**config.mk**
```make
export PLATFORM = sky130hd
export DESIGN_NAME = climate_hysteresis_light_scheduler
export DESIGN_NICKNAME = d
export VERILOG_FILES = /design/src/design/chls_pkg.sv /design/src/design/chls_band.sv /design/src/design/chls_minute.sv /design/src/design/climate_hysteresis_light_scheduler.sv
export SDC_FILE = /design/constraint.sdc
export NUM_CORES = 1
export LEC_CHECK = 0
export CAP_MARGIN = 20
export CELL_PAD_IN_SITES_DETAIL_PLACEMENT = 0
export CELL_PAD_IN_SITES_GLOBAL_PLACEMENT = 2
export CORE_UTILIZATION = 39
export DETAILED_ROUTE_END_ITERATION = 7
export DONT_BUFFER_PORTS = 1
export PLACE_DENSITY_LB_ADDON = 0.1
export RECOVER_POWER = 25
export SYNTH_ARGS = -nofsm -noshare
export SYNTH_HDL_FRONTEND = slang
export SYNTH_SLANG_ARGS = --single-unit
```
**constraint.sdc**
```tcl
create_clock -name clock -period 5.8 [get_ports clock]
set_input_delay 1.16 -clock clock [delete_from_list [all_inputs] [get_ports clock]]
set_output_delay 1.16 -clock clock [all_outputs]
set_load 0.02 [all_outputs]
```
**src/design/chls_pkg.sv**
```systemverilog
package chls_pkg;

   localparam int unsigned CSR_INDEX_WIDTH = 3;

   typedef logic [CSR_INDEX_WIDTH-1:0] csr_index_type;

   localparam csr_index_type CSR_TARGET_HUMIDITY        = 3'd0;
   localparam csr_index_type CSR_HUMIDITY_HYSTERESIS    = 3'd1;
   localparam csr_index_type CSR_TARGET_TEMPERATURE     = 3'd2;
   localparam csr_index_type CSR_TEMPERATURE_HYSTERESIS = 3'd3;
   localparam csr_index_type CSR_LIGHT_ON_MINUTE        = 3'd4;
   localparam csr_index_type CSR_LIGHT_OFF_MINUTE       = 3'd5;

   typedef logic [1:0] kind_type;

   localparam kind_type KIND_HUMIDITY    = 2'd0;
   localparam kind_type KIND_TEMPERATURE = 2'd1;
   localparam kind_type KIND_CLOCK       = 2'd2;
   localparam kind_type KIND_UNKNOWN     = 2'd3;

   typedef logic [1:0] cmd_type;

   localparam cmd_type CMD_OFF  = 2'd0;
   localparam cmd_type CMD_LOW  = 2'd1;
   localparam cmd_type CMD_HIGH = 2'd2;

   // seconds / 60 = (seconds / 4) / 15, by reciprocal multiply
   localparam logic [31:0] RECIP_15       = 32'h8888_8889;
   localparam int unsigned RECIP_15_SHIFT = 35;
   // minutes / 1440 = (minutes / 32) / 45, by reciprocal multiply
   localparam logic [21:0] RECIP_45       = 22'd2982617;
   localparam int unsigned RECIP_45_SHIFT = 27;
   localparam logic [25:0] MINUTES_PER_DAY = 26'd1440;

   typedef struct packed {
      kind_type           kind;
      logic signed [15:0] sample;
      logic [30:0]        unix_seconds;
   } req_type;

   typedef struct packed {
      cmd_type humidity_command;
      cmd_type temperature_command;
      logic    light_command;
   } rsp_type;

   typedef struct packed {
      logic en1;
      logic en2;
      logic en3;
   } stage_en_type;

endpackage

```
**src/design/chls_band.sv**
```systemverilog
module chls_band (
   input  chls_pkg::cmd_type    mode,
   input  logic signed [15:0]   reading,
   input  logic signed [15:0]   target,
   input  logic [14:0]          hysteresis,
   output chls_pkg::cmd_type    mode_next
);

   logic signed [17:0] reading_x;
   logic signed [17:0] half;
   logic signed [17:0] quarter;
   logic signed [17:0] upper;
   logic signed [17:0] lower;
   logic signed [17:0] off_upper;
   logic signed [17:0] off_lower;

   always_comb begin
      reading_x = 18'(reading);
      half      = $signed({4'd0, hysteresis[14:1]});
      quarter   = $signed({5'd0, hysteresis[14:2]});
      upper     = 18'(target) + half;
      lower     = 18'(target) - half;
      off_upper = 18'(target) + quarter;
      off_lower = 18'(target) - quarter;
      if (reading_x > upper) begin
         mode_next = chls_pkg::CMD_HIGH;
      end else if (reading_x < lower) begin
         mode_next = chls_pkg::CMD_LOW;
      end else if (reading_x >= off_lower && reading_x <= off_upper) begin
         mode_next = chls_pkg::CMD_OFF;
      end else begin
         mode_next = mode;
      end
   end

endmodule

```
**src/design/chls_minute.sv**
```systemverilog
module chls_minute (
   input  logic                    clock,
   input  chls_pkg::stage_en_type  stage_en,
   input  logic [30:0]             unix_seconds,
   output logic [10:0]             minute
);

   logic [30:0] secs_ff;
   logic [25:0] q1_ff;
   logic [25:0] q1_hold_ff;
   logic [15:0] day_ff;

   logic [60:0] p1;
   logic [42:0] p2;
   logic [25:0] day_minutes;
   logic [25:0] remainder;

   always_comb begin
      p1          = 61'(secs_ff[30:2]) * 61'(chls_pkg::RECIP_15);
      p2          = 43'(q1_ff[25:5]) * 43'(chls_pkg::RECIP_45);
      day_minutes = 26'(day_ff) * chls_pkg::MINUTES_PER_DAY;
      remainder   = q1_hold_ff - day_minutes;
      minute      = remainder[10:0];
   end

   always_ff @(posedge clock) begin
      if (stage_en.en1) begin
         secs_ff <= unix_seconds;
      end
      if (stage_en.en2) begin
         q1_ff <= p1[60:chls_pkg::RECIP_15_SHIFT];
      end
      if (stage_en.en3) begin
         q1_hold_ff <= q1_ff;
         day_ff     <= p2[42:chls_pkg::RECIP_45_SHIFT];
      end
   end

endmodule

```
**src/design/climate_hysteresis_light_scheduler.sv**
```systemverilog
// Channel | Direction | Handshake               | Beat
// req_    | in        | req_valid / req_stall   | chls_pkg::req_type
// rsp_    | out       | rsp_valid / rsp_stall   | chls_pkg::rsp_type
// csr_    | in        | csr_valid / csr_ready   | csr_index, csr_data
//
// One beat per cycle while rsp_stall is low; each beat passes every stage to rsp_.
// Depth is set by the minute-of-day pipeline: two reciprocal multiplies, one per stage.
// Bubbles collapse; req_stall rises only with every stage full and rsp_stall high.
// Reset clears the setpoints, the modes, the light and all stage valids.
// csr_ready is always high; writes go to the registers at once.
module climate_hysteresis_light_scheduler (
   input  logic                          clock,
   input  logic                          reset,
   input  logic                          req_valid,
   output logic                          req_stall,
   input  chls_pkg::req_type             req_data,
   output logic                          rsp_valid,
   input  logic                          rsp_stall,
   output chls_pkg::rsp_type             rsp_data,
   input  logic                          csr_valid,
   output logic                          csr_ready,
   input  chls_pkg::csr_index_type       csr_index,
   input  logic [15:0]                   csr_data
);

   logic signed [15:0] target_humidity_ff;
   logic [14:0]        humidity_hysteresis_ff;
   logic signed [15:0] target_temperature_ff;
   logic [14:0]        temperature_hysteresis_ff;
   logic [10:0]        light_on_minute_ff;
   logic [10:0]        light_off_minute_ff;

   logic               v1_ff;
   logic               v2_ff;
   logic               v3_ff;
   logic               rsp_valid_ff;
   logic               v1_in;
   logic               v2_in;
   logic               v3_in;
   logic               rsp_valid_in;

   chls_pkg::kind_type kind1_ff;
   chls_pkg::kind_type kind2_ff;
   chls_pkg::kind_type kind3_ff;
   logic signed [15:0] sample1_ff;
   logic signed [15:0] sample2_ff;
   logic signed [15:0] sample3_ff;

   chls_pkg::rsp_type      rsp_ff;
   chls_pkg::rsp_type      rsp_in;
   chls_pkg::stage_en_type stage_en;
   logic                   out_free;
   logic                   adv4;
   logic [10:0]            minute;
   logic                   light_next;
   chls_pkg::cmd_type      humidity_next;
   chls_pkg::cmd_type      temperature_next;

   always_comb begin
      out_free    = !rsp_valid_ff || !rsp_stall;
      adv4        = v3_ff && out_free;
      stage_en.en3 = !v3_ff || adv4;
      stage_en.en2 = !v2_ff || stage_en.en3;
      stage_en.en1 = !v1_ff || stage_en.en2;
      req_stall   = !stage_en.en1;
      v1_in       = stage_en.en1 ? req_valid : v1_ff;
      v2_in       = stage_en.en2 ? v1_ff : v2_ff;
      v3_in       = stage_en.en3 ? v2_ff : v3_ff;
      rsp_valid_in = out_free ? v3_ff : rsp_valid_ff;
   end

   chls_minute u_minute (
      .clock        (clock),
      .stage_en     (stage_en),
      .unix_seconds (req_data.unix_seconds),
      .minute       (minute)
   );

   chls_band u_humidity_band (
      .mode       (rsp_ff.humidity_command),
      .reading    (sample3_ff),
      .target     (target_humidity_ff),
      .hysteresis (humidity_hysteresis_ff),
      .mode_next  (humidity_next)
   );

   chls_band u_temperature_band (
      .mode       (rsp_ff.temperature_command),
      .reading    (sample3_ff),
      .target     (target_temperature_ff),
      .hysteresis (temperature_hysteresis_ff),
      .mode_next  (temperature_next)
   );

   always_comb begin
      light_next = (minute >= light_on_minute_ff) && (minute < light_off_minute_ff);
      rsp_in     = rsp_ff;
      case (kind3_ff)
         chls_pkg::KIND_HUMIDITY: begin
            rsp_in.humidity_command = humidity_next;
         end
         chls_pkg::KIND_TEMPERATURE: begin
            rsp_in.temperature_command = temperature_next;
         end
         chls_pkg::KIND_CLOCK: begin
            rsp_in.light_command = light_next;
         end
         default: begin
            rsp_in = rsp_ff;
         end
      endcase
   end

   always_ff @(posedge clock) begin
      if (reset) begin
         target_humidity_ff        <= '0;
         humidity_hysteresis_ff    <= '0;
         target_temperature_ff     <= '0;
         temperature_hysteresis_ff <= '0;
         light_on_minute_ff        <= '0;
         light_off_minute_ff       <= '0;
      end else if (csr_valid && csr_ready) begin
         case (csr_index)
            chls_pkg::CSR_TARGET_HUMIDITY: begin
               target_humidity_ff <= csr_data;
            end
            chls_pkg::CSR_HUMIDITY_HYSTERESIS: begin
               humidity_hysteresis_ff <= csr_data[14:0];
            end
            chls_pkg::CSR_TARGET_TEMPERATURE: begin
               target_temperature_ff <= csr_data;
            end
            chls_pkg::CSR_TEMPERATURE_HYSTERESIS: begin
               temperature_hysteresis_ff <= csr_data[14:0];
            end
            chls_pkg::CSR_LIGHT_ON_MINUTE: begin
               light_on_minute_ff <= csr_data[10:0];
            end
            chls_pkg::CSR_LIGHT_OFF_MINUTE: begin
               light_off_minute_ff <= csr_data[10:0];
            end
            default: begin
               light_off_minute_ff <= light_off_minute_ff;
            end
         endcase
      end
   end

   always_ff @(posedge clock) begin
      if (reset) begin
         v1_ff        <= 1'b0;
         v2_ff        <= 1'b0;
         v3_ff        <= 1'b0;
         rsp_valid_ff <= 1'b0;
         rsp_ff       <= '0;
      end else begin
         v1_ff        <= v1_in;
         v2_ff        <= v2_in;
         v3_ff        <= v3_in;
         rsp_valid_ff <= rsp_valid_in;
         if (adv4) begin
            rsp_ff <= rsp_in;
         end
      end
   end

   always_ff @(posedge clock) begin
      if (stage_en.en1) begin
         kind1_ff   <= req_data.kind;
         sample1_ff <= req_data.sample;
      end
      if (stage_en.en2) begin
         kind2_ff   <= kind1_ff;
         sample2_ff <= sample1_ff;
      end
      if (stage_en.en3) begin
         kind3_ff   <= kind2_ff;
         sample3_ff <= sample2_ff;
      end
   end

   assign csr_ready = 1'b1;
   assign rsp_valid = rsp_valid_ff;
   assign rsp_data  = rsp_ff;

   a_stall_only_when_full: assert property (@(posedge clock) disable iff (reset)
      req_stall |-> (v1_ff && v2_ff && v3_ff && rsp_valid_ff && rsp_stall))
      else $error("input stalled with a free stage");

   a_unknown_holds: assert property (@(posedge clock) disable iff (reset)
      (adv4 && kind3_ff == chls_pkg::KIND_UNKNOWN) |=> (rsp_ff == $past(rsp_ff)))
      else $error("unknown event changed a command");

   a_light_only_on_clock: assert property (@(posedge clock) disable iff (reset)
      (adv4 && kind3_ff != chls_pkg::KIND_CLOCK) |=> $stable(rsp_ff.light_command))
      else $error("light changed on a sensor event");

   a_reset_empty: assert property (@(posedge clock)
      reset |=> (!rsp_valid_ff && !v1_ff && !v2_ff && !v3_ff))
      else $error("pipeline not empty after reset");

endmodule

```
* Word level (Yosys, flattened, before mapping)
Index checks and enable logic that the tools add are counted.
** Word-level totals
- Flip-flop bits (word level) :: 231
- Output and inout bits :: 8
- Logic and storage cells :: 85
** Operators by class
- Add/subtract/negate cells :: 9
- $mul :: 3
- Magnitude comparators :: 10
- Eq/ne operators :: 7
- Multiplexer cells :: 6
- Reductions and logical operators :: 27
** Operators by type and width (count)
- $mul A29 B32 Y61 const B :: 1
- $mul A21 B22 Y43 const B :: 1
- $add A16 B14 Y17 :: 2
- $add A16 B15 Y17 :: 2
- $ge A16 B17 Y1 :: 2
- $gt A16 B17 Y1 :: 2
- $le A16 B17 Y1 :: 2
- $lt A16 B17 Y1 :: 2
- $sub A16 B14 Y17 :: 2
- $sub A16 B15 Y17 :: 2
- $mul A16 B6 Y6 const B :: 1
- $reduce_and A2 Y1 :: 7
- $mux W2 :: 6
- $ge A11 B11 Y1 :: 1
- $lt A11 B11 Y1 :: 1
- $sub A11 B11 Y11 :: 1
- $eq A3 B2 Y1 const B :: 2
- $eq A3 B3 Y1 const B :: 2
- $logic_not A1 Y1 :: 6
- $reduce_and A3 Y1 :: 2
- $reduce_bool A3 Y1 :: 2
- $logic_and A1 B1 Y1 :: 4
- $logic_or A1 B1 Y1 :: 4
- $eq A3 B1 Y1 const B :: 1
- 4 further kinds :: 4

* Depth between registers and ports, before layout
Gate-level depths: netlist (run 1).
- Word-level depth :: 7
- Depth in mapped cells :: 23
- Depth with buffers taken out :: 23

* Cells and area by module
From an unflattened synthesis (run 1), not the netlist that was laid out.
** Unflattened totals
- Cells, all modules :: 3060
- Area total of the unflattened synthesis :: 28797.6 sq um
** By module, submodules not included
- chls_minute :: instances 1, cells each 1403, area each 15165.8 sq um, seq. area each 2162.1 sq um
- climate_hysteresis_light_scheduler :: instances 1, cells each 549, area each 5416.4 sq um, seq. area each 3483.3 sq um
- chls_band (u_temperature_band) :: instances 1, cells each 554, area each 4119.0 sq um, seq. area each 0.0 sq um
- chls_band (u_humidity_band) :: instances 1, cells each 554, area each 4096.4 sq um, seq. area each 0.0 sq um

* Worst setup path after synthesis (run 1)
OpenSTA, ideal clock, no wires.
- Path type :: register to register
- From :: register u_minute.secs_ff[30]
- To :: register u_minute.q1_ff[25], data pin
- Library setup time :: 258 ps
- Arrival :: 5808 ps
- Required time :: 5542 ps
- Slack :: -266 ps
- Stages on the path, launching flop included :: 23
- Path buffers :: 0
- Period minus slack after synthesis :: 6066 ps
- Cell sequence :: edfxtp_1 -> ha_1 -> fa_1 -> inv_1 -> fa_1 -> inv_1 -> fa_1 -> inv_1 -> fa_1 -> inv_1 -> fa_1 -> ha_1 -> ha_1 -> a21oi_1 -> o21ai_0 -> nor3_1 -> nand2_1 -> o211ai_2 -> o21ai_2 -> a311oi_4 -> o21ai_2 -> a21oi_2 -> xnor2_1
** Between the ends
- Cells in the longest elaborated chain, start to end :: 1
** Ends and longest elaborated chain
- from (decl) :: line chls_minute.sv:8 : logic [30:0] secs_ff;
- from (signal assigned) :: line chls_minute.sv:28 : secs_ff <= unix_seconds;
- $mul A29 B32 Y61 :: line chls_minute.sv:19 : p1 = 61'(secs_ff[30:2]) * 61'(chls_pkg::RECIP_15);
- named net u_minute.p1[60] :: line chls_minute.sv:13 : logic [60:0] p1;
- to (signal assigned) :: line chls_minute.sv:31 : q1_ff <= p1[60:chls_pkg::RECIP_15_SHIFT];
- to (decl) :: line chls_minute.sv:9 : logic [25:0] q1_ff;
The timed path passes the listed nets, and every way through them passes these cells.
A chain may end at the register's enable or synchronous reset.

* Final worst setup path (run 1)
Ends and elaborated chain as after synthesis.

==> metrics, run 1 <==
Hold Path Cell Cnt 0; DP Wirelength 63000 microns; status complete, but fails checks; total number of nets in the final design 4159; Tightest Pin Transition 1030 ps; total grt overflow 0; Post-Syn Nets 3936; fraction of registers with async set or reset after synthesis 0; Finished Core Util 0.459; CTS buffer count 28; delay of the slowest cell on the worst path 580 ps; core area 71700 sq um; signed area change from the synthesized netlist to the final layout 16.2%; critical-path cell with the highest stage delay fa_1; critical path required time 6140 ps; Clk pin slew, worst setup/hold paths 70 ps; antenna-violating nets left 0; global-route wire length before repair 119000 microns; signal arrival time at the worst endpoint 6440 ps; Starting DRT DRC Count 789; endpoint class of the critical path flip-flop; class of the most critical setup path flip-flop to flip-flop; effective utilization at floorplan 0.395; final worst-path cycle share 1.05; synthesized instance count 2978; clock latency reported for the late side of the worst-skew pair 600 ps; # setup viols final 21; Total Routed Length 74400 microns; maximum root-to-sink buffer count 3; count of flip-flops with a built-in enable after synthesis 126; instance count on the critical path 22; CP Launch Type flip-flop; post-synthesis instance area 28300 sq um; number of antenna violations at the first check in global routing 4; filler cell count in the final layout 6898; die width 272 microns; DIE AREA 73700 sq um; setup clock skew after layout 29.7 ps; Final Worst Setup Slack -296 ps; worst max-slew margin expressed relative to the limit 0.310; setup repair after global routing missed its margin yes; pins over their slew limit 0; number of endpoints with negative hold slack in the final report 0; max-cap viol count 0; DRC Markers 0; proportion of layout cells with a drive suffix above 1 0.138; violated checks negative setup slack; WL per Instance 17.8 microns; Max FO, Critical Path 4; pin count of the biggest net entering global routing 94; count of warnings emitted by yosys 0; worst hold slack across all endpoints 416 ps; R2R cell count 22; combined buffer and inverter count along the critical path 4; share of the yosys chip area belonging to registers 0.198; number of buffer cells added on primary ports 0; Cell Chain, Critical Path buf_6, ha_4, fa_1, inv_2, fa_2, inv_2, fa_1, fa_1, fa_1, ha_4, ha_4, buf_4, nand4_1, o21ai_2, o21ai_2, nand2_2, o211ai_4, o21ai_4, a311oi_4, o21ai_2, a21oi_2, xnor2_1; die extent in y 272 microns; startpoint of the most critical register-to-register path u_minute.secs_ff[30]$_DFFE_PN_; worst hold-check path type flip-flop to flip-flop; cell type with the highest occurrence count on the critical path fa_1; Cell variety after synth 78; vias after detailed routing 20800; TritonCTS clock tree done; area used by multi-input combinational logic 21200 sq um; average via count per standard cell 4.99; maximum clock rate 164 MHz; Worst Setup SP u_minute.secs_ff[30]$_DFFE_PN_; Top FF cell, synth edfxtp_1; sinks on the clock net 217; vias in the first global route 22200; number of top-level pins 81; CP top delay family adder cells; number of synthesized register bits 217; number of H-tree branching levels 1; mean post-synth cell area 9.51 sq um; # rows 98; setup slack of the most critical reg-to-reg path -300 ps; routability-driven placement congestion ratio 0.867; flip-flop and latch area 5610 sq um; termination of the worst setup path u_minute.q1_ff[25]$_DFFE_PP_; First-pass DRT Iterations 5; GR Util All Layers 0.204; destination of the worst register-to-register timing path u_minute.q1_ff[25]$_DFFE_PP_; clock period minus final worst setup slack 6100 ps; buffer type at the clock tree root clkbuf_16
==> placed cells by master, fill, tap and decap left out, drive strengths merged, types with 42 or more instances in the layout <==
master,instances
nor2,88
xor2,42
nand2,238
a21oi,239
a21o,86
ha,643
fa,242
inv,552
buf,243
edfxtp,126
dfxtp,91
xnor2,103
o21ai,94
==> cells in the mapped netlist (all sizes together) (5+ instances only) <==
cell type	number	area, sq um
edfxtp	126	3780
nor2b	23	144
a311oi	7	78.8
or2	11	68.8
a21o	86	646
o31ai	12	95.1
o21ai	94	482
xor2	42	368
ha	643	8050
nor2	88	330
a21oi	239	1230
nand2	238	893
and3	9	56.3
nor4	8	56.3
a21boi	8	60.1
nand2b	33	206
nand3	31	155
and2	5	31.3
fa	242	4840
o311ai	8	70.1
nor3	37	190
dfxtp	91	1820
o211ai	9	72.6
o21bai	20	158
inv	549	2060
nand4	31	194
a31oi	17	106
clkbuf	47	176
xnor2	103	902
a211oi	22	170
o21a	21	158
or3	8	50.1
o22ai	5	31.3
==> final cells by class <==
cell class | count | share of cell area
inverter | 550 | 0.0627
tap | 950 | 0.0361
timing repair buffer | 243 | 0.0569
multi-input combinational | 2161 | 0.644
sequential | 217 | 0.170
clock buffer | 34 | 0.0239
antenna | 2 | 0.000152
clock inverter | 18 | 0.00578
==> cells by family (layout without fill, tap and decap cells) <==
| logic type | Yosys count | after routing | synth area share |
|---|---|---|---|
| AOI/OAI and AO/OA | 589 | 589 | 0.133 |
| adders and majority gates | 885 | 885 | 0.455 |
| other | 1 | 3 | 0.000132 |
| DFF | 217 | 217 | 0.198 |
| buffers and inverters | 600 | 845 | 0.0796 |
| and+or+nand+nor | 541 | 541 | 0.0894 |
| xor gates and xnor gates | 145 | 145 | 0.0448 |
==> flip-flops by register name (all words and copies together) (netlist names), 14 cells and up <==
name and count:
sample1_ff 16, u_minute.q1_ff 26, target_temperature_ff 16, target_humidity_ff 16, temperature_hysteresis_ff 14, u_minute.secs_ff 29
sample2_ff 16, sample3_ff 16, humidity_hysteresis_ff 14
==> per-layer routing <==
layer	part of all wire	up-vias	routed length, microns	GRT usage
met5	0.00017	-	13	0
met4	0.023	2	1700	0.0501
met3	0.021	79	1530	0.0168
met2	0.51	179	37700	0.375
met1	0.45	10000	33500	0.256
li1	-	10500	-	-
==> repair_timing <==
action	4_1_cts	5_1_grt
hold buffers	0	0
setup buffers	19	11
endpoints found under the setup margin	30	31
resized for setup	71	61
hold endpoints to repair	0	0
pin swaps	65	70
==> stage by stage <==
step	area, sq um	std cells	setup TNS [ps]	setup slack [ps]
after floorplan	28400	2978	0	8.47
after global placement	31100	4092	-5010	-329
after detailed placement	31100	4092	-6950	-414
after CTS	32500	4161	-2370	-266
after global routing	32900	4175	-8730	-511
final	32900	4175	-3350	-296
==> how the worst min path moves through the flow <==
stage | from | endpoint | slack [ps]
final | sample2_ff[9]$_DFFE_PP_ | sample3_ff[9]$_DFFE_PP_ | 420
after detailed placement | kind2_ff[1]$_DFFE_PP_ | kind3_ff[1]$_DFFE_PP_ | 410
after CTS | sample2_ff[6]$_DFFE_PP_ | sample3_ff[6]$_DFFE_PP_ | 410
after global placement | sample1_ff[5]$_DFFE_PN_ | sample2_ff[5]$_DFFE_PP_ | 400
after floorplan | kind1_ff[0]$_DFFE_PN_ | kind2_ff[0]$_DFFE_PP_ | 400
after global routing | kind2_ff[1]$_DFFE_PP_ | kind3_ff[1]$_DFFE_PP_ | 420
Power of run 1 is left out: the tool's default activity adds up to more than one toggle a clock period on the data nets, which glitch-free logic cannot reach.
==> inputs of run 2 (changes only) <==
==> constraint.sdc (replaced) <==
create_clock -name clock -period 5.8 [get_ports clock]
set_input_delay 0.29 -clock clock [delete_from_list [all_inputs] [get_ports clock]]
set_output_delay 0.29 -clock clock [all_outputs]
set_load 0.02 [all_outputs]
==> run 2 against run 1 <==
The run still ends with negative setup slack left. Non-clock buffer count rose by 54. Wire length rose by 1.6%. Flip-flop and latch count did not move. Clock skew fell by 6.5 ps. Register-to-register slack improved by 110 ps. Utilization rose by 0.99 points. Via count rose by 1.1%. Maximum frequency rose by 1.8%. Final area rose by 2.2%. First-iteration DRC count rose by 3.2%. Critical endpoint is now u_minute.q1_ff[19]$_DFFE_PP_.
==> metrics, run 2 (synthesis gave the netlist of run 1 again) <==
worst setup timing slack at the placement stage -331 ps (+82.3 ps); Total Routed Length 75600 microns (+1.6%); worst hold slack across all endpoints 98.4 ps (-317 ps); register with the most flip-flops u_minute.secs_ff; maximum clock rate 167 MHz (+1.8%); GR Util All Layers 0.206 (+0.00207); buffer type at the clock tree root clkbuf_16; number of top-level pins 81 (unchanged); Clk pin slew, worst setup/hold paths 70 ps (about the same); number of H-tree branching levels 1 (unchanged); routability-driven placement congestion ratio 0.858 (-0.99%); proportion of layout cells with a drive suffix above 1 0.136 (-0.00220); vias after detailed routing 21100 (+1.1%); Tightest Pin Transition 1040 ps (+2.09 ps); clock period minus final worst setup slack 5990 ps (-110 ps); TritonCTS clock tree done; pins over their slew limit 0 (unchanged); critical path required time 6150 ps (about the same); signed area change from the synthesized netlist to the final layout 18.7%; Max FO, Critical Path 4 (unchanged); total number of nets in the final design 4212 (+1.3%); worst hold-check path type input pin to flip-flop; Cell Chain, Critical Path ha_4, fa_1, inv_2, fa_2, inv_2, fa_2, inv_2, fa_2, inv_2, fa_1, ha_4, ha_4, a21oi_4, o21ai_4, o21ai_2, nand2_2, o211ai_4, o21ai_4, a311oi_4, o21bai_2, a21oi_2, xnor2_1; maximum root-to-sink buffer count 3 (unchanged); number of antenna violations at the first check in global routing 4 (unchanged); setup repair after global routing missed its margin yes; # setup viols final 20 (-4.8%); largest registers u_minute.secs_ff: 29 flops, u_minute.q1_ff: 26 flops; # rows 98 (unchanged); die width 272 microns (unchanged); total grt overflow 0 (unchanged); Final Worst Setup Slack -187 ps (+110 ps); DRC Markers 0 (unchanged); final worst-path cycle share 1.03 (-0.0189); delay of the slowest cell on the worst path 580 ps (about the same); max-cap viol count 0 (unchanged); filler cell count in the final layout 6866 (-0.46%); max FFs per register 29 (unchanged); cell type with the highest occurrence count on the critical path inv_2; violated checks negative setup slack; GRT met2 Usage 0.379 (+0.00376); die extent in y 272 microns (unchanged); core area 71700 sq um (unchanged); number of endpoints with negative hold slack in the final report 0 (unchanged); Worst Hold Launch csr_index[1]; vias in the first global route 22200 (+0.35%); worst max-slew margin expressed relative to the limit 0.308 (-0.00140); First-pass DRT Iterations 5 (unchanged); DIE AREA 73700 sq um (unchanged); global-route layer with the greatest usage met2; clock latency reported for the late side of the worst-skew pair 590 ps (about the same); pin count of the biggest net entering global routing 94 (unchanged); Worst Setup SP u_minute.secs_ff[26]$_DFFE_PN_; post-route setup TNS -2150 ps (+1200 ps); endpoint class of the critical path flip-flop; average via count per standard cell 4.98 (about the same); flip-flop and latch area 5610 sq um (unchanged); DP Wirelength 62900 microns (-0.17%); signal arrival time at the worst endpoint 6330 ps (-110 ps); antenna-violating nets left 0 (unchanged); global-route wire length before repair 120000 microns (+1.2%); Starting DRT DRC Count 814 (+3.2%); startpoint of the most critical register-to-register path u_minute.secs_ff[26]$_DFFE_PN_; number of buffer cells added on primary ports 0 (unchanged); effective utilization at floorplan 0.395 (unchanged); critical-path cell with the highest stage delay fa_2; most common cell after layout, fill and taps aside ha_1; sinks on the clock net 217 (unchanged); CTS buffer count 27 (-3.6%); class of the most critical setup path flip-flop to flip-flop; WL per Instance 17.9 microns (+0.41%); setup clock skew after layout 23.1 ps (-6.54 ps); status complete, but fails checks; met1 usage 0.264 (+0.00780); commonest cells after routing, fill and taps aside 604 x ha_1, 533 x inv_1, 234 x nand2_1, 230 x fa_1, 217 x buf_4; CP Launch Type flip-flop; global routing usage on met3 0.0141 (-0.00274); area used by multi-input combinational logic 21300 sq um (+0.68%)
[run 2: changes by cell type in the layout (fill, tap and decap cells not counted), sizes merged]
cell         delta
clkbuf          -1
clkinv          -1
inv             +1
dlygate4sd3    +67
diode           -1
buf            -13
bufinv          +1
clkinvlp        -2
[run 2: layout make-up]
type,count,area share
well taps,950,0.0354
flip-flops and latches,217,0.167
clock inverters,17,0.00592
multi-input cells,2161,0.635
diodes,1,0.0000744
clock buffers,33,0.0220
inverters,550,0.0614
repair buffers,297,0.0736
[run 2: metrics by stage]
stage,area [sq um],utilization,instances
3_5_place_dp,31000,0.433,4088
4_1_cts,33200,0.463,4219
3_3_place_gp,31000,0.433,4088
6_report,33600,0.469,4226
2_1_floorplan,28400,-,2978
5_1_grt,33600,0.469,4225
[run 2: final timing paths]
path	end	slack, ps	cells past startpoint
worst min-delay path	light_on_minute_ff[4]$_SDFFE_PP0P_	100	4
worst min register to register	sample3_ff[6]$_DFFE_PP_	410	0
worst max-delay path	u_minute.q1_ff[19]$_DFFE_PP_	-190	22
worst max register to register	u_minute.q1_ff[19]$_DFFE_PP_	-190	22
[run 2: critical path: cells and delay by family (launching register included)]
| kind | cells | cell delay (ps) |
|---|---|---|
| AO/OA/AOI/OAI | 8 | 1460 |
| XOR/XNOR | 1 | 70 |
| adder cells (fa/ha/maj) | 8 | 3410 |
| buffers and inverters | 4 | 200 |
| flip-flops | 1 | 500 |
| AND/OR/NAND/NOR | 1 | 100 |
[run 2: timing repair]
item | 4_1_cts | 5_1_grt
setup buffers | 17 | 7
hold endpoints to repair | 138 | 2
hold buffers | 66 | 2
gates resized for setup | 74 | 78
endpoints found under the setup margin | 27 | 30
pin swaps | 69 | 69
[run 2: routing by layer]
metal,wire length [microns],vias to the layer above
met5,0,-
met4,1440,0
met3,1480,78
met2,38400,209
met1,34300,10100
li1,-,10600
Power of run 2 is left out for the same reason.
